**src/hdl/sbfr_pkg.sv**
```systemverilog
// shared types, constants and the crc step for the stuffed bus frame receiver
`default_nettype none

package sbfr_pkg;

   // configuration register indexes
   localparam logic [2:0] CSR_CRC_POLY     = 3'd0;
   localparam logic [2:0] CSR_ACK_ID_COUNT = 3'd1;
   localparam logic [2:0] CSR_ACK_ID_A     = 3'd2;

   // configuration reset values
   localparam logic [7:0] CRC_POLY_RESET   = 8'h13;

   // frame format constants
   localparam logic [3:0] MAX_PAYLOAD      = 4'd13;
   localparam logic [3:0] LEN_MASK         = 4'hf;
   localparam logic [7:0] END_MARK         = 8'h7e;
   localparam logic [7:0] MASK_FIRST       = 8'h80;
   localparam logic [7:0] MASK_START       = 8'h02;
   localparam logic [4:0] RESP_DONE_MASK   = 5'h1f;
   localparam logic [3:0] STUFF_RUN        = 4'd5;
   localparam logic [3:0] ABORT_RUN        = 4'd7;
   localparam logic [3:0] RUN_SAT          = 4'hf;
   localparam logic [4:0] DEST_ID_POS      = 5'd2;

   // input beat: one sampled bus bit
   typedef struct packed {
      logic tx_busy;
      logic rx_bit;
   } req_type;

   // result beat
   typedef struct packed {
      logic       frame_abort;
      logic       ack_request;
      logic       crc_ok;
      logic       frame_done;
      logic [4:0] byte_position;
      logic [7:0] byte_value;
      logic       byte_valid;
   } rsp_type;

   // one byte through an msb-first crc-8 table entry
   function automatic logic [7:0] crc8_byte(input logic [7:0] x, input logic [7:0] poly);
      logic [7:0] c;
      c = x;
      for (int k = 0; k < 8; k++) begin
         if (c[7]) begin
            c = {c[6:0], 1'b0} ^ poly;
         end else begin
            c = {c[6:0], 1'b0};
         end
      end
      return c;
   endfunction

endpackage

`default_nettype wire

```
**src/hdl/stuffed_bus_frame_receiver.sv**
```systemverilog
// Stuffed bus frame receiver: one sampled bus bit per req beat, one result per beat.
// req side: req_tdata carries rx_bit and tx_busy for one bit-time tick.
// rsp side: every req beat gives exactly one rsp beat, which reports a finished
//   field byte, its position, crc status, acknowledge request or frame abort;
//   rsp_tlast marks the response field that closes a frame.
// csr side: register writes by index (0 crc polynomial, 1 id count, 2.. ids),
//   always ready; write only while no beat is in flight.
// Path: a taken beat waits in the input register, is decoded from it and
//   is shown on rsp once the result register takes the decoded result.
// Throughput: one beat per cycle; the input register and the result register
//   both move every cycle while rsp_tready is high.
// Stall: with rsp_tready low the result register holds and the input register
//   takes one more beat, then req_tready falls until rsp frees up.
// Reset: synchronous; the receiver goes idle waiting for a start bit, the
//   polynomial returns to 0x13 and all ids to zero, both registers empty.
`default_nettype none

module stuffed_bus_frame_receiver
   import sbfr_pkg::*;
#(
   parameter int ACK_IDS = 4
) (
   input  wire logic        clock,
   input  wire logic        reset,
   input  wire logic        req_tvalid,
   output logic             req_tready,
   input  wire logic [7:0]  req_tdata,   // rx_bit, tx_busy, zero fill
   output logic             rsp_tvalid,
   input  wire logic        rsp_tready,
   output logic [23:0]      rsp_tdata,   // byte_valid, byte_value, byte_position,
                                         // crc_ok, ack_request, frame_abort, zero fill
   output logic             rsp_tlast,   // frame_done
   input  wire logic        csr_valid,
   output logic             csr_ready,
   input  wire logic [2:0]  csr_index,
   input  wire logic [7:0]  csr_wdata
);

   logic                    req_valid_ff;
   req_type                 req_data_ff;
   logic                    rsp_valid_ff;
   rsp_type                 rsp_data_ff;
   logic                    advance;
   rsp_type                 core_rsp;
   logic [7:0]              crc_poly;
   logic [2:0]              ack_id_count;
   logic [ACK_IDS-1:0][7:0] ack_ids;

   // configuration registers
   sbfr_csr #(
      .ACK_IDS (ACK_IDS)
   ) u_csr (
      .clock        (clock),
      .reset        (reset),
      .csr_valid    (csr_valid),
      .csr_index    (csr_index),
      .csr_wdata    (csr_wdata),
      .crc_poly     (crc_poly),
      .ack_id_count (ack_id_count),
      .ack_ids      (ack_ids)
   );

   assign csr_ready = 1'b1;

   // pipeline moves when the result register is free or being drained
   assign advance    = req_valid_ff && (!rsp_valid_ff || rsp_tready);
   assign req_tready = !req_valid_ff || advance;

   // input register
   always_ff @(posedge clock) begin
      if (reset) begin
         req_valid_ff <= 1'b0;
      end else if (req_tready) begin
         req_valid_ff <= req_tvalid;
      end
   end

   always_ff @(posedge clock) begin
      if (req_tready && req_tvalid) begin
         req_data_ff <= {req_tdata[1], req_tdata[0]};
      end
   end

   // frame decoder
   sbfr_rx_core #(
      .ACK_IDS (ACK_IDS)
   ) u_core (
      .clock        (clock),
      .reset        (reset),
      .step         (advance),
      .req          (req_data_ff),
      .crc_poly     (crc_poly),
      .ack_id_count (ack_id_count),
      .ack_ids      (ack_ids),
      .rsp          (core_rsp)
   );

   // result register
   always_ff @(posedge clock) begin
      if (reset) begin
         rsp_valid_ff <= 1'b0;
      end else if (advance) begin
         rsp_valid_ff <= 1'b1;
      end else if (rsp_tready) begin
         rsp_valid_ff <= 1'b0;
      end
   end

   always_ff @(posedge clock) begin
      if (advance) begin
         rsp_data_ff <= core_rsp;
      end
   end

   assign rsp_tvalid = rsp_valid_ff;
   assign rsp_tlast  = rsp_data_ff.frame_done;
   assign rsp_tdata  = {7'd0,
                        rsp_data_ff.frame_abort,
                        rsp_data_ff.ack_request,
                        rsp_data_ff.crc_ok,
                        rsp_data_ff.byte_position,
                        rsp_data_ff.byte_value,
                        rsp_data_ff.byte_valid};

   // a decoded beat always lands in the result register
   a_advance_fills: assert property (@(posedge clock) disable iff (reset)
      advance |=> rsp_valid_ff)
      else $error("decoded beat lost");

   // a waiting input beat is kept until it is decoded
   a_req_hold: assert property (@(posedge clock) disable iff (reset)
      req_valid_ff && !advance |=> req_valid_ff && $stable(req_data_ff))
      else $error("pending input beat dropped");

   // a stalled result beat holds until it is taken
   a_rsp_hold: assert property (@(posedge clock) disable iff (reset)
      rsp_valid_ff && !rsp_tready |=> rsp_valid_ff && $stable(rsp_data_ff))
      else $error("stalled result beat changed");

endmodule

`default_nettype wire

```
**src/hdl/sbfr_csr.sv**
```systemverilog
// configuration register file of the stuffed bus frame receiver
`default_nettype none

module sbfr_csr
   import sbfr_pkg::*;
#(
   parameter int ACK_IDS = 4
) (
   input  wire logic                    clock,
   input  wire logic                    reset,
   input  wire logic                    csr_valid,
   input  wire logic [2:0]              csr_index,
   input  wire logic [7:0]              csr_wdata,
   output logic      [7:0]              crc_poly,
   output logic      [2:0]              ack_id_count,
   output logic      [ACK_IDS-1:0][7:0] ack_ids
);

   logic [7:0]              crc_poly_ff;
   logic [2:0]              ack_id_count_ff;
   logic [ACK_IDS-1:0][7:0] ack_ids_ff;

   // register writes, unknown indexes are dropped
   always_ff @(posedge clock) begin
      if (reset) begin
         crc_poly_ff     <= CRC_POLY_RESET;
         ack_id_count_ff <= '0;
         ack_ids_ff      <= '0;
      end else if (csr_valid) begin
         unique case (csr_index)
            CSR_CRC_POLY: begin
               crc_poly_ff <= csr_wdata;
            end
            CSR_ACK_ID_COUNT: begin
               ack_id_count_ff <= csr_wdata[2:0];
            end
            default: begin
            end
         endcase
         for (int k = 0; k < ACK_IDS; k++) begin
            if (csr_index == 3'(int'(CSR_ACK_ID_A) + k)) begin
               ack_ids_ff[k] <= csr_wdata;
            end
         end
      end
   end

   assign crc_poly     = crc_poly_ff;
   assign ack_id_count = ack_id_count_ff;
   assign ack_ids      = ack_ids_ff;

endmodule

`default_nettype wire

```
**src/hdl/sbfr_rx_core.sv**
```systemverilog
// frame state and per-bit destuffing, crc and field decode
`default_nettype none

module sbfr_rx_core
   import sbfr_pkg::*;
#(
   parameter int ACK_IDS = 4
) (
   input  wire logic                    clock,
   input  wire logic                    reset,
   input  wire logic                    step,
   input  wire req_type                 req,
   input  wire logic [7:0]              crc_poly,
   input  wire logic [2:0]              ack_id_count,
   input  wire logic [ACK_IDS-1:0][7:0] ack_ids,
   output rsp_type                      rsp
);

   typedef enum logic [2:0] {
      ST_START    = 3'd0,
      ST_LENGTH   = 3'd1,
      ST_PAYLOAD  = 3'd2,
      ST_CRC      = 3'd3,
      ST_END_MARK = 3'd4,
      ST_RESPONSE = 3'd5
   } stage_type;

   logic       listening_ff, listening_in;
   stage_type  stage_ff, stage_in;
   logic [7:0] mask_ff, mask_in;
   logic [7:0] shift_ff, shift_in;
   logic [3:0] ones_ff, ones_in;
   logic [3:0] zeros_ff, zeros_in;
   logic [3:0] left_ff, left_in;
   logic [4:0] count_ff, count_in;
   logic [7:0] crc_ff, crc_in;
   logic [7:0] dest_ff, dest_in;

   logic       go;
   logic       stuffed;
   logic       id_hit;
   logic [3:0] len;
   rsp_type    res;

   // destination id against the enabled ids
   always_comb begin
      id_hit = 1'b0;
      for (int k = 0; k < ACK_IDS; k++) begin
         if (3'(k) < ack_id_count && ack_ids[k] == dest_ff) begin
            id_hit = 1'b1;
         end
      end
   end

   // one bus bit through the frame decoder
   always_comb begin
      listening_in = listening_ff;
      stage_in     = stage_ff;
      mask_in      = mask_ff;
      shift_in     = shift_ff;
      ones_in      = ones_ff;
      zeros_in     = zeros_ff;
      left_in      = left_ff;
      count_in     = count_ff;
      crc_in       = crc_ff;
      dest_in      = dest_ff;
      res          = '0;
      go           = 1'b0;
      stuffed      = 1'b0;
      len          = shift_ff[3:0] & LEN_MASK;

      if (!req.tx_busy) begin
         // frame start or long run check
         if (!listening_ff) begin
            if (req.rx_bit) begin
               listening_in = 1'b1;
               stage_in     = ST_START;
               mask_in      = MASK_START;
               shift_in     = '0;
               ones_in      = '0;
               zeros_in     = '0;
               left_in      = '0;
               count_in     = '0;
               crc_in       = '0;
               dest_in      = '0;
               go           = 1'b1;
            end
         end else if (ones_ff > ABORT_RUN || zeros_ff > ABORT_RUN) begin
            listening_in    = 1'b0;
            stage_in        = ST_START;
            mask_in         = MASK_FIRST;
            shift_in        = '0;
            ones_in         = '0;
            zeros_in        = '0;
            res.frame_abort = 1'b1;
         end else begin
            go = 1'b1;
         end

         if (go) begin
            unique case (stage_in) inside
               ST_START: begin
                  if (req.rx_bit) shift_in = shift_in | mask_in;
                  mask_in = mask_in >> 1;
                  if (mask_in == '0) begin
                     res.byte_valid    = 1'b1;
                     res.byte_value    = {7'd0, shift_in[0]};
                     res.byte_position = count_in;
                     count_in          = count_in + 5'd1;
                     shift_in          = '0;
                     mask_in           = MASK_FIRST;
                     stage_in          = ST_LENGTH;
                  end
               end
               ST_LENGTH, ST_PAYLOAD, ST_CRC: begin
                  // drop the bit after five equal bits
                  stuffed = (ones_in == STUFF_RUN) || (zeros_in == STUFF_RUN);
                  if (!stuffed) begin
                     if (req.rx_bit) shift_in = shift_in | mask_in;
                     mask_in = mask_in >> 1;
                  end
                  if (req.rx_bit) begin
                     if (ones_in < RUN_SAT) ones_in = ones_in + 4'd1;
                     zeros_in = '0;
                  end else begin
                     if (zeros_in < RUN_SAT) zeros_in = zeros_in + 4'd1;
                     ones_in = '0;
                  end
                  if (mask_in == '0) begin
                     crc_in = crc8_byte(shift_in ^ crc_in, crc_poly);
                     len    = shift_in[3:0] & LEN_MASK;
                     if (stage_in == ST_LENGTH && len > MAX_PAYLOAD) begin
                        listening_in    = 1'b0;
                        stage_in        = ST_START;
                        mask_in         = MASK_FIRST;
                        shift_in        = '0;
                        res.frame_abort = 1'b1;
                     end else begin
                        if (stage_in == ST_LENGTH) begin
                           left_in  = len;
                           stage_in = (len != '0) ? ST_PAYLOAD : ST_CRC;
                        end else if (stage_in == ST_PAYLOAD) begin
                           if (count_in == DEST_ID_POS) dest_in = shift_in;
                           if (left_in <= 4'd1) begin
                              left_in  = '0;
                              stage_in = ST_CRC;
                           end else begin
                              left_in = left_in - 4'd1;
                           end
                        end else begin
                           ones_in  = '0;
                           zeros_in = '0;
                           stage_in = ST_END_MARK;
                        end
                        res.byte_valid    = 1'b1;
                        res.byte_value    = shift_in;
                        res.byte_position = count_in;
                        count_in          = count_in + 5'd1;
                        shift_in          = '0;
                        mask_in           = MASK_FIRST;
                     end
                  end
               end
               ST_END_MARK: begin
                  if (req.rx_bit) shift_in = shift_in | mask_in;
                  mask_in = mask_in >> 1;
                  if (mask_in == '0) begin
                     res.crc_ok        = (crc_in == '0);
                     res.ack_request   = (shift_in == END_MARK) && id_hit;
                     res.byte_valid    = 1'b1;
                     res.byte_value    = shift_in;
                     res.byte_position = count_in;
                     count_in          = count_in + 5'd1;
                     shift_in          = '0;
                     mask_in           = MASK_FIRST;
                     stage_in          = ST_RESPONSE;
                  end
               end
               ST_RESPONSE: begin
                  // three response bits land in bits 7..5
                  if (req.rx_bit) shift_in = shift_in | mask_in;
                  mask_in = mask_in >> 1;
                  if (mask_in == '0 || (mask_in[4:0] & RESP_DONE_MASK) != '0) begin
                     res.byte_valid    = 1'b1;
                     res.byte_value    = shift_in;
                     res.byte_position = count_in;
                     res.frame_done    = 1'b1;
                     res.crc_ok        = (crc_in == '0);
                     count_in          = count_in + 5'd1;
                     listening_in      = 1'b0;
                     stage_in          = ST_START;
                     mask_in           = MASK_FIRST;
                     shift_in          = '0;
                  end
               end
               default: begin
                  listening_in = 1'b0;
                  stage_in     = ST_START;
                  mask_in      = MASK_FIRST;
                  shift_in     = '0;
               end
            endcase
         end
      end
   end

   // frame state
   always_ff @(posedge clock) begin
      if (reset) begin
         listening_ff <= 1'b0;
         stage_ff     <= ST_START;
         mask_ff      <= MASK_FIRST;
         shift_ff     <= '0;
         ones_ff      <= '0;
         zeros_ff     <= '0;
         left_ff      <= '0;
         count_ff     <= '0;
         crc_ff       <= '0;
         dest_ff      <= '0;
      end else if (step) begin
         listening_ff <= listening_in;
         stage_ff     <= stage_in;
         mask_ff      <= mask_in;
         shift_ff     <= shift_in;
         ones_ff      <= ones_in;
         zeros_ff     <= zeros_in;
         left_ff      <= left_in;
         count_ff     <= count_in;
         crc_ff       <= crc_in;
         dest_ff      <= dest_in;
      end
   end

   assign rsp = res;

   // a finished or dropped frame leaves the receiver idle
   a_done_idle: assert property (@(posedge clock) disable iff (reset)
      step && res.frame_done |=> !listening_ff)
      else $error("receiver still listening after frame end");

   a_abort_idle: assert property (@(posedge clock) disable iff (reset)
      step && res.frame_abort |=> !listening_ff)
      else $error("receiver still listening after abort");

   // acknowledge only on the end mark byte
   a_ack_stage: assert property (@(posedge clock) disable iff (reset)
      step && res.ack_request |-> stage_ff == ST_END_MARK && res.byte_valid)
      else $error("acknowledge request outside end mark");

   // any byte other than the response keeps the frame live
   a_count_step: assert property (@(posedge clock) disable iff (reset)
      step && res.byte_valid && !res.frame_done |=> listening_ff)
      else $error("byte reported without a live frame");

endmodule

`default_nettype wire

```
**config.mk**
```make
export PLATFORM = sky130hd
export DESIGN_NAME = stuffed_bus_frame_receiver
export DESIGN_NICKNAME = d
export VERILOG_FILES = /design/src/hdl/sbfr_pkg.sv /design/src/hdl/stuffed_bus_frame_receiver.sv /design/src/hdl/sbfr_csr.sv /design/src/hdl/sbfr_rx_core.sv
export SDC_FILE = /design/constraint.sdc
export NUM_CORES = 1
export LEC_CHECK = 0
export BUFFER_PORTS_ARGS = -buffer_cell sky130_fd_sc_hd__buf_2
export CELL_PAD_IN_SITES_DETAIL_PLACEMENT = 0
export CELL_PAD_IN_SITES_GLOBAL_PLACEMENT = 1
export CORE_ASPECT_RATIO = 1.2
export CORE_UTILIZATION = 42
export DETAILED_ROUTE_END_ITERATION = 8
export HOLD_SLACK_MARGIN = 0.06
export PLACE_DENSITY_LB_ADDON = 0.1
export SETUP_SLACK_MARGIN = 0.1
export SYNTH_ARGS = -nofsm -noshare
export SYNTH_HDL_FRONTEND = slang
export SYNTH_HIERARCHICAL = 1
export SYNTH_SLANG_ARGS = --single-unit
```
**constraint.sdc**
```tcl
create_clock -name clock -period 5.15 [get_ports clock]
set_input_delay 0.7725 -clock clock [delete_from_list [all_inputs] [get_ports clock]]
set_output_delay 0.7725 -clock clock [all_outputs]
set_load 0.02 [all_outputs]
```
# Yosys cells after proc, flatten, opt, wreduce, memory -nomap -nowiden
# Index checks and enable logic that the tools add are counted.
# Widths: inputs -> output; s select.
[totals] reg_bits=118 input_bits=24 out_inout_bits=28 elab_cells=280
[classes] n_addsub=4 magnitude_cmp=10 eq_ne=18 n_mux=171 bitwise_logic=15 n_reduce_logical=35
[op_table] op="$mux 8" count=80
[op_table] op="$mux 4" count=34
[op_table] op="$xor 8x8->8" count=9
[op_table] op="$mux 14" count=4
[op_table] op="$pmux 14 s4" count=1
[op_table] op="$mux 5" count=8
[op_table] op="$mux 3" count=13
[op_table] op="$eq 8x8->1" count=4
[op_table] op="$pmux 8 s4" count=1
[op_table] op="$logic_not 8->1" count=3
[op_table] op="$pmux 8 s3" count=1
[op_table] op="$mux 1" count=22
[op_table] op="$mux 18" count=1
[op_table] op="$mux 16" count=1
[op_table] op="$pmux 5 s3" count=1
[op_table] op="$reduce_and 2->1" count=7
[op_table] op="$eq 3x2->1 const B" count=4
[op_table] op="$eq 3x3->1 const B" count=4
[op_table] op="$pmux 3 s4" count=1
[op_table] op="$add 4x1->4 const B" count=2
[op_table] op="$eq 4x3->1 const B" count=2
[op_table] op="$eq 8x7->1 const B" count=1
[op_table] op="$gt 4x3->1 const B" count=2
[op_table] op="$logic_and 1x1->1" count=8
[op_table] op="23 further kinds" count=39

# Logic depth before layout (Yosys ltp)
# Gate-level depths: netlist (run 1).
[depth] ltp_word=59 depth_mapped=26 mapped_depth_nobuf=18

# Cells and area by module
# The synthesis (run 1) kept the hierarchy.
[modules_own_cells] module="sbfr_rx_core" instances=1 cells_each=876 area_each_um2=6079.6 seq_area_each_um2=1061.0
[modules_own_cells] module="sbfr_csr" instances=1 cells_each=164 area_each_um2=1790.5 seq_area_each_um2=860.8
[modules_own_cells] module="stuffed_bus_frame_receiver" instances=1 cells_each=40 area_each_um2=772.0 seq_area_each_um2=640.6

# Least setup slack after synthesis (run 1)
# OpenSTA, ideal clock, no wires.
[synth_path] path_type="flip-flop to flip-flop" startpoint="register u_core.ones_ff[3]" endpoint="register u_core.crc_ff[7]" setup_time_ns=0.122 t_arrival_ns=5.608 required_ns=5.028 path_slack_ns=-0.581 path_stages_with_launch=27 path_buffers=8 period_less_slack_ns=5.731 path_cell_list="dfxtp_1 -> buf_2 -> or3b_1 -> buf_6 -> nand2_1 -> clkbuf_1 -> clkbuf_1 -> and2_1 -> ha_1 -> and4_1 -> clkbuf_1 -> o2111ai_1 -> o211a_2 -> buf_2 -> a211oi_1 -> o21ai_0 -> a211oi_1 -> buf_6 -> mux2i_4 -> xor2_2 -> nand4_1 -> and4_4 -> buf_6 -> or3b_1 -> a211o_1 -> a211oi_1 -> o21ai_1"
[synth_via] elab_chain_cells=58 elab_cells_between_ends=87 classes_between="1 x order compare; 5 x eq/ne; 67 x mux; 10 x bitwise; 4 x reduce/logical"
[synth_rtl] element="start, declared" line_no="sbfr_rx_core.sv:32" rtl="logic [3:0] ones_ff, ones_in;"
[synth_rtl] element="start signal, assigned" line_no="sbfr_rx_core.sv:225" rtl="ones_ff <= ones_in;"
[synth_rtl] element="$gt 4x3->1" line_no="sbfr_rx_core.sv:88" rtl="end else if (ones_ff > ABORT_RUN || zeros_ff > ABORT_RUN) begin"
[synth_rtl] element="$logic_or 1x1->1" line_no="sbfr_rx_core.sv:88"
[synth_rtl] element="$mux 4 / $mux 8 (equally long branches)" line_no="sbfr_rx_core.sv:88"
[synth_rtl] element="$mux 4 / $mux 8 (equally long branches)" line_no="sbfr_rx_core.sv:74" rtl="if (!listening_ff) begin"
[synth_rtl] element="$mux 4 / $mux 8 (equally long branches)" line_no="sbfr_rx_core.sv:72" rtl="if (!req.tx_busy) begin"
[synth_rtl] element="$eq 4x3->1 / $or 8x8->8 (equally long branches)" line_no="sbfr_rx_core.sv:117, sbfr_rx_core.sv:119"
[synth_rtl] element="$logic_or 1x1->1 / $mux 8 (equally long branches)" line_no="sbfr_rx_core.sv:117, sbfr_rx_core.sv:119"
[synth_rtl] element="$mux 8" line_no="sbfr_rx_core.sv:118" rtl="if (!stuffed) begin"
[synth_rtl] element="(+42 left out)"
[synth_rtl] element="$mux 8 (on tied branches)" line_no="sbfr_rx_core.sv:101, sbfr_rx_core.sv:129"
[synth_rtl] element="$mux 8 (on tied branches)" line_no="sbfr_rx_core.sv:100, sbfr_rx_core.sv:101"
[synth_rtl] element="$mux 8 (on tied branches)" line_no="sbfr_rx_core.sv:72, sbfr_rx_core.sv:100"
[synth_rtl] element="$xor 8x8->8 / $mux 8 (equally long branches)" line_no="sbfr_pkg.sv:49, sbfr_rx_core.sv:72"
[synth_rtl] element="$mux 8" line_no="sbfr_pkg.sv:48" rtl="if (c[7]) begin"
[synth_rtl] element="$mux 8" line_no="sbfr_rx_core.sv:129" rtl="if (mask_in == '0) begin"
[synth_rtl] element="$mux 8" line_no="sbfr_rx_core.sv:101" rtl="unique case (stage_in) inside"
[synth_rtl] element="$mux 8 *" line_no="sbfr_rx_core.sv:100" rtl="if (go) begin"
[synth_rtl] element="end signal, assigned" line_no="sbfr_rx_core.sv:229" rtl="crc_ff <= crc_in;"
[synth_rtl] element="end, declared" line_no="sbfr_rx_core.sv:36" rtl="logic [7:0] crc_ff, crc_in;"
# Mark *: on every way between the ends. The rest lies on a longest branch, timed or not. The select of a mux whose other input is x is not followed.
# A chain may end at the register's enable or synchronous reset.

# Worst setup path after layout (run 1)
[layout_path] startpoint="register req_data_ff[0] (netlist bit)" endpoint="register u_core.crc_ff[7]"
[layout_via] elab_chain_cells=56 elab_cells_between_ends=87 classes_between="5 x eq/ne; 69 x mux; 10 x bitwise; 3 x reduce/logical"
[layout_rtl] element="start, declared" line_no="stuffed_bus_frame_receiver.sv:40" rtl="req_type req_data_ff;"
[layout_rtl] element="start signal, assigned" line_no="stuffed_bus_frame_receiver.sv:80" rtl="req_data_ff <= {req_tdata[1], req_tdata[0]};"
[layout_rtl] element="$mux 4 / $mux 8 (equally long branches)" line_no="sbfr_rx_core.sv:75" rtl="if (req.rx_bit) begin"
[layout_rtl] element="$mux 4 / $mux 8 (equally long branches)" line_no="sbfr_rx_core.sv:74"
[layout_rtl] element="$mux 4 / $mux 8 (equally long branches)" line_no="sbfr_rx_core.sv:72"
[layout_rtl] element="$eq 4x3->1 / $or 8x8->8 (equally long branches)" line_no="sbfr_rx_core.sv:117, sbfr_rx_core.sv:119"
[layout_rtl] element="$logic_or 1x1->1 / $mux 8 (equally long branches)" line_no="sbfr_rx_core.sv:117, sbfr_rx_core.sv:119"
[layout_rtl] element="$mux 8" line_no="sbfr_rx_core.sv:118"
[layout_rtl] element="$mux 8" line_no="sbfr_rx_core.sv:101"
[layout_rtl] element="$mux 8" line_no="sbfr_rx_core.sv:100"
[layout_rtl] element="(+40 left out)"
[layout_rtl] element="$mux 8 (on tied branches)" line_no="sbfr_rx_core.sv:101, sbfr_rx_core.sv:129"
[layout_rtl] element="$mux 8 (on tied branches)" line_no="sbfr_rx_core.sv:100, sbfr_rx_core.sv:101"
[layout_rtl] element="$mux 8 (on tied branches)" line_no="sbfr_rx_core.sv:72, sbfr_rx_core.sv:100"
[layout_rtl] element="$xor 8x8->8 / $mux 8 (equally long branches)" line_no="sbfr_pkg.sv:49, sbfr_rx_core.sv:72"
[layout_rtl] element="$mux 8" line_no="sbfr_pkg.sv:48"
[layout_rtl] element="$mux 8" line_no="sbfr_rx_core.sv:129"
[layout_rtl] element="$mux 8" line_no="sbfr_rx_core.sv:101"
[layout_rtl] element="$mux 8 *" line_no="sbfr_rx_core.sv:100"
# Marked as above.

==> flow_metrics.tcl, run 1 <==
set metrics [dict create \
    status "complete, no violations" \
    p_per_area_nw_per_um2 228 \
    ff_latch_area_sq_um 2560 \
    path_cells "or2_4 -> nand2_8 -> nand2_4 -> ha_4 -> and4_4 -> buf_6 -> nor3_4 -> buf_6 -> nor3_4 -> buf_6 -> buf_4 -> o21ai_2 -> buf_4 -> nor3_1 -> nor4_1 -> xnor2_1 -> buf_4 -> xor2_2 -> nand4_1 -> and4_4 -> or3b_4 -> a211o_1 -> a211oi_2 -> o21ai_1" \
    synth_cell_types 104 \
    synthArstFlopShare_pct 0 \
    cp_num_buf_inv 6 \
    grt_pass1_vias 7824 \
    routed_wl_um 27100 \
    core_sq_um 20200 \
    yosysTopAreaCellShare_pct 22.7 \
    crit_arrival_ns 5.26 \
    ys.flop_type "dfxtp_1" \
    io_pins 52 \
    ir_worst_vdd_mv 0.231 \
    cpMaxStageDelayCell "edfxtp_1" \
    ant_nets 0 \
    yosysWarningCount 6 \
    cap_violations 0 \
    p_comb_share_pct 12.7 \
    numPortBuffers 37 \
    insertion_delay_ns 0.42 \
    setup_violations 0 \
    h-tree-depth 4 \
    ys_seq_area_share_pct 29.7 \
    whs_ns 0.475 \
    nets 1190 \
    worst-slew-pin-transition_ns 1.03 \
    grt_util_all_layers_pct 25.4 \
    final_cell_mix "nor2_1, nand2_1, dfxtp_1, buf_4, a21oi_1" \
    die_area_sq_um 21200 \
    p_int_w 0.00170 \
    antenna_found_initial 0 \
    drv_slew 0 \
    syn_to_final_growth_pct 20.8 \
    swShare_pct 28.5 \
    synth_edf_count 20 \
    clock_skew_ns 0.00996 \
    startpoint_type "flip-flop" \
    synth_area_leaders "dfxtp_1, edfxtp_1, mux2i_1, nor2_1, nand2_1" \
    multi_input_area_sq_um 5920 \
    fin_crit_ns 4.95 \
    max_slew_margin_pct 30.6 \
    drt_pass1_iterations 5 \
    place_area_sq_um 9550 \
    design_area_sq_um 10400 \
    syn_area_sq_um 8640 \
    gp_congestion 0.896 \
    cpPeakStageDelay_ns 0.51 \
    drc_errors 0 \
    instances_no_fill 1434 \
    min_path_type "reg2reg" \
    grt_overflow 0 \
    start_util_pct 42.8 \
    fillers 1998 \
    fmax_mhz 202 \
    via_per_inst 5.78 \
    p_leak_nw 4.02 \
    worstPathMaxFanout 5 \
    path_delay_family "simple AND/OR/NAND/NOR gates" \
    synth.avg_cell_area_sq_um 8.00 \
    cts-root-buf "clkbuf_16" \
    finalCritPeriodShare_pct 96.2 \
    rsz0062_at_grt "yes" \
    p_seq_share_pct 40.7 \
    cts_sinks 118 \
    dpl.hpwl_um 19600 \
    p_total_w 0.00238 \
    yosysTopAreaCell "dfxtp_1" \
    cts-buffers-inserted 17 \
    cp-end-kind "flip-flop" \
    worstPathRequired_ns 5.46 \
    grt_pass1_wl_um 42400 \
    pwr-share-clk_pct 46.5 \
    clk_pin_slew_ns 0.06 \
    syn-instance-count 1080 \
    die_h_um 159 \
    drive_gt1_share_pct 22.3 \
    hold_violations 0 \
    rows 57 \
    cts_tree "built" \
    grt_start_max_net_pins 72 \
    wire_per_inst_um 18.9 \
    die_w_um 133 \
    critical_path_class "reg2reg" \
    drt_iter0_drc 639 \
    power.net_switching_w 0.000678 \
    dp_cells 1390 \
    final_common_cell "nor2_1" \
    dr_total_vias 8284 \
    clockBufferDepth 2 \
    ys_seq_elements 118 \
]
stage by stage:
step	TNS (ns)	util, %	setup slack, ns
2_1_floorplan	-0.0994	-	-0.0994
3_3_place_gp	0	47.3	0.0184
3_5_place_dp	0	47.3	0.0214
4_1_cts	0	50.2	0.109
5_1_grt	0	51.7	0.0235
6_report	0	51.7	0.197
cell families (layout without fill, tap and decap cells):
kind of cell             after synthesis  count (layout)  share of synthesized area, %
AND/OR/NAND/NOR                      450             450                          27.2
buffers and inverters                107             189                          5.72
adder cells (fa/ha/maj)               11              11                          1.59
AO/OA/AOI/OAI                        273             273                          21.8
multiplexers                          46              46                          5.47
other                                  2               9                        0.0869
XOR/XNOR                              73              73                          8.53
flip-flops                           118             118                          29.7
cell usage after synthesis, types with 8 or more instances:
master,count
a211o_1,9
a211oi_1,11
a21oi_1,68
a22oi_1,29
a31oi_1,11
and2_1,10
buf_2,14
buf_4,8
clkbuf_1,58
dfxtp_1,98
edfxtp_1,20
ha_1,11
inv_1,17
mux2i_1,45
nand2_1,104
nand2b_1,54
nand3_1,28
nand4_1,24
nor2_1,115
nor2b_1,9
nor3_1,31
nor4_1,22
o211ai_1,10
o21ai_0,49
xnor2_1,42
xor2_1,23
layout make-up:
cell class / count / area share (%)
multi-input combinational: 861 / 56.7
sequential: 118 / 24.6
timing repair buffer: 139 / 9.68
clock buffer: 18 / 4.11
tap: 265 / 3.18
clock inverter: 14 / 1.09
inverter: 18 / 0.647
antenna: 1 / 0.0240
state kept, by name, indices dropped and copies added (netlist names), 5 cells and up:
signal and count:
u_csr/ack_ids 32, u_csr/crc_poly 8, u_core/count_ff 5, u_core/mask_ff 8, rsp_tdata 17, u_core/crc_ff 8
u_core/shift_ff 8, u_core/dest_ff 8
worst paths after layout:
kind / startpoint / endpoint / slack, ns / cells past startpoint
setup / recovery: req_data_ff[0] / u_core/crc_ff[7] / 0.20 / 24
hold reg to reg: u_core/crc_ff[0] / u_core/crc_ff[0] / 0.48 / 2
hold / removal: u_core/crc_ff[0] / u_core/crc_ff[0] / 0.48 / 2
setup reg to reg: req_data_ff[0] / u_core/crc_ff[7] / 0.20 / 24
layer usage:
metal	track usage (%)	up-vias	wire length (um)
li1	-	4066	-
met4	8.52	0	622
met5	0	-	0
met1	33.0	3956	12400
met2	43.0	219	13200
met3	3.47	43	940
timing repair:
| action | 4_1_cts | 5_1_grt |
|---|---|---|
| endpoints found under the setup margin | 1 | 8 |
| buffers inserted | 1 | 10 |
| gates cloned | 0 | 0 |
| pin swaps | 4 | 36 |
| resized for setup | 7 | 54 |
| hold buffers | 0 | 0 |
| hold endpoints to repair | 0 | 0 |
worst min-delay path, delay by kind of cell (launching register included):
kind,cells,cell delay (ns)
AOI/OAI and AO/OA,1,0.05
and+or+nand+nor,1,0.06
DFF,1,0.32
power by group through the flow:
stage	Clock (W)	Sequential [W]	Combinational [W]
2_1_floorplan	0	0.000990	0.000193
3_3_place_gp	0	0.000987	0.000284
3_5_place_dp	0	0.000988	0.000284
4_1_cts	0.00114	0.000968	0.000285
5_1_grt	0.00118	0.000969	0.000322
6_report	0.00111	0.000968	0.000303
Power figures use the tool's default switching activity.
==> run 2, diff against run 1 <==
--- a/config.mk
+++ b/config.mk
@@ -9,7 +9,7 @@
 export CELL_PAD_IN_SITES_DETAIL_PLACEMENT = 0
 export CELL_PAD_IN_SITES_GLOBAL_PLACEMENT = 1
 export CORE_ASPECT_RATIO = 1.2
-export CORE_UTILIZATION = 42
+export CORE_UTILIZATION = 30
 export DETAILED_ROUTE_END_ITERATION = 8
 export HOLD_SLACK_MARGIN = 0.06
 export PLACE_DENSITY_LB_ADDON = 0.1
==> run 2 against run 1 <==
Compared with the run above:
- clock skew grew 0.0020 ns
- die area increased by 39%
- via count is 0.11% lower
- critical path depth down 4
- first-iteration DRC count shrank 27%
- sequential power hardly changed
- largest cell class unchanged
- highest routed layer unchanged
==> flow_metrics.tcl, run 2 (synthesis gave the netlist of run 1 again) <==
set metrics [dict create \
    status "complete, no violations" \
    cts-buffers-inserted 17 \
    antenna_found_initial 0 \
    final_cell_mix "nor2_1, nand2_1, buf_4, dfxtp_1, a21oi_1" \
    largest_reg_flops 32 \
    p_int_w 0.00177 \
    setup_violations 0 \
    via_per_inst 5.34 \
    instances_no_fill 1549 \
    drt_iter0_drc 469 \
    core_sq_um 28100 \
    p_per_area_nw_per_um2 234 \
    place_ws_ns 0.0224 \
    clock_skew_ns 0.0120 \
    routed_wl_um 29700 \
    cts-root-buf "clkbuf_16" \
    fillers 2944 \
    dr_total_vias 8275 \
    cts_sinks 118 \
    place_area_sq_um 9620 \
    p_comb_share_pct 12.3 \
    start_util_pct 30.8 \
    rsz0062_at_grt "yes" \
    rr_worst_depth 20 \
    h-tree-depth 4 \
    r2r-end "u_core/crc_ff[7]" \
    worst-slew-pin-transition_ns 0.977 \
    dpl.hpwl_um 21700 \
    critical_path_class "reg2reg" \
    dp_cells 1495 \
    clk_pin_slew_ns 0.07 \
    hold_violations 0 \
    io_pins 52 \
    hp-start "u_core/count_ff[0]" \
    cp-startpoint "u_core/listening_ff" \
    swShare_pct 28.1 \
    power.net_switching_w 0.000694 \
    fin_crit_ns 5.00 \
    ir_worst_vdd_mv 0.187 \
    insertedDiodeCount 0 \
    design_area_sq_um 10500 \
    cts_tree "built" \
    insertion_delay_ns 0.43 \
    p_leak_nw 4.03 \
    grt_overflow 0 \
    max_slew_margin_pct 34.0 \
    drive_gt1_share_pct 21.2 \
    fin_ws_ns 0.150 \
    die_area_sq_um 29500 \
    final_common_cell "nor2_1" \
    setup_tns_ns 0 \
    cap_violations 0 \
    whs_ns 0.469 \
    hold_end "u_core/count_ff[0]" \
    die_w_um 157 \
    hold_depth 2 \
    drv_slew 0 \
    gp_congestion 0.822 \
    rr_startpoint "u_core/listening_ff" \
    grt_pass1_vias 7932 \
    grt_start_max_net_pins 44 \
    fmax_mhz 200 \
    finalCritPeriodShare_pct 97.1 \
    drt_pass1_iterations 5 \
    nets 1192 \
    numPortBuffers 37 \
    worstPathMaxFanout 8 \
    hold_buffers 0 \
    cp-end-kind "flip-flop" \
    wire_per_inst_um 19.2 \
    clockBufferDepth 2 \
    worstPathRequired_ns 5.46 \
    syn_to_final_growth_pct 21.9 \
    min_path_type "reg2reg" \
    pwr-share-clk_pct 48.5 \
    grt_util_all_layers_pct 20.5 \
    ant_nets 0 \
    grt_pass1_wl_um 46300 \
    drc_errors 0 \
    p_seq_share_pct 39.2 \
    rows 67 \
    crit_arrival_ns 5.31 \
    die_h_um 188 \
    startpoint_type "flip-flop" \
    worst-r2r-setup-slack_ns 0.15 \
]
## run 2: stage by stage
step | total power [W] | util, %
floorplan | 0.00118 | -
global placement | 0.00128 | 34.2
detailed placement | 0.00128 | 34.2
CTS | 0.00249 | 36.5
global route | 0.00257 | 37.5
finish | 0.00247 | 37.5
## run 2: layout make-up
type	instances	area (sq um)	area share [%]
multi-input combinational	861	5850	55.5
tap	379	474	4.50
timing repair buffer	141	996	9.45
inverter	18	67.6	0.641
sequential	118	2560	24.3
clock inverter	14	135	1.28
clock buffer	18	450	4.27
## run 2: what timing repair did
action | CTS | global route
pin swaps | 3 | 27
gates resized for setup | 6 | 31
setup endpoints to repair | 8 | 8
setup buffers | 1 | 21
## run 2: worst max path at each step
stage	slack [ns]	endpoint
2_1_floorplan	-0.1	u_core/crc_ff[7]
3_3_place_gp	0.06	u_core/crc_ff[2]
3_5_place_dp	0.02	u_core/crc_ff[6]
4_1_cts	0.10	u_core/crc_ff[7]
5_1_grt	0.005	u_core/crc_ff[7]
6_report	0.15	u_core/crc_ff[7]
## run 2: metal layers
metal / vias up / global-route usage [%] / wire length [um]
li1: 4072 / - / -
met1: 4034 / 26.1 / 13400
met2: 138 / 35.5 / 14900
met3: 31 / 2.61 / 764
met4: 0 / 6.64 / 608
met5: - / 0 / 0
## run 2: worst max-delay path: stages (launching register included)
cell	delay (ns)
dfxtp_2	0.34
or3b_4	0.43
nand2_8	0.12
nand2_2	0.06
ha_2	0.18
and4_1	0.19
buf_4	0.17
or3_4	0.41
nand4_2	0.13
a311oi_2	0.12
buf_4	0.16
a32o_1	0.23
a211o_4	0.32
a311o_1	0.38
o21ai_4	0.19
nand3_2	0.10
xnor3_2	0.36
or3b_4	0.40
a211o_1	0.27
a211oi_2	0.22
o21ai_1	0.09
## run 2: power groups by stage
stage	logic (W)	registers (W)	clock network (W)
after global routing	0.000327	0.000969	0.00127
after global placement	0.000291	0.000988	0
after detailed placement	0.000290	0.000988	0
after CTS	0.000293	0.000967	0.00123
after floorplan	0.000193	0.000990	0
final	0.000303	0.000967	0.00120
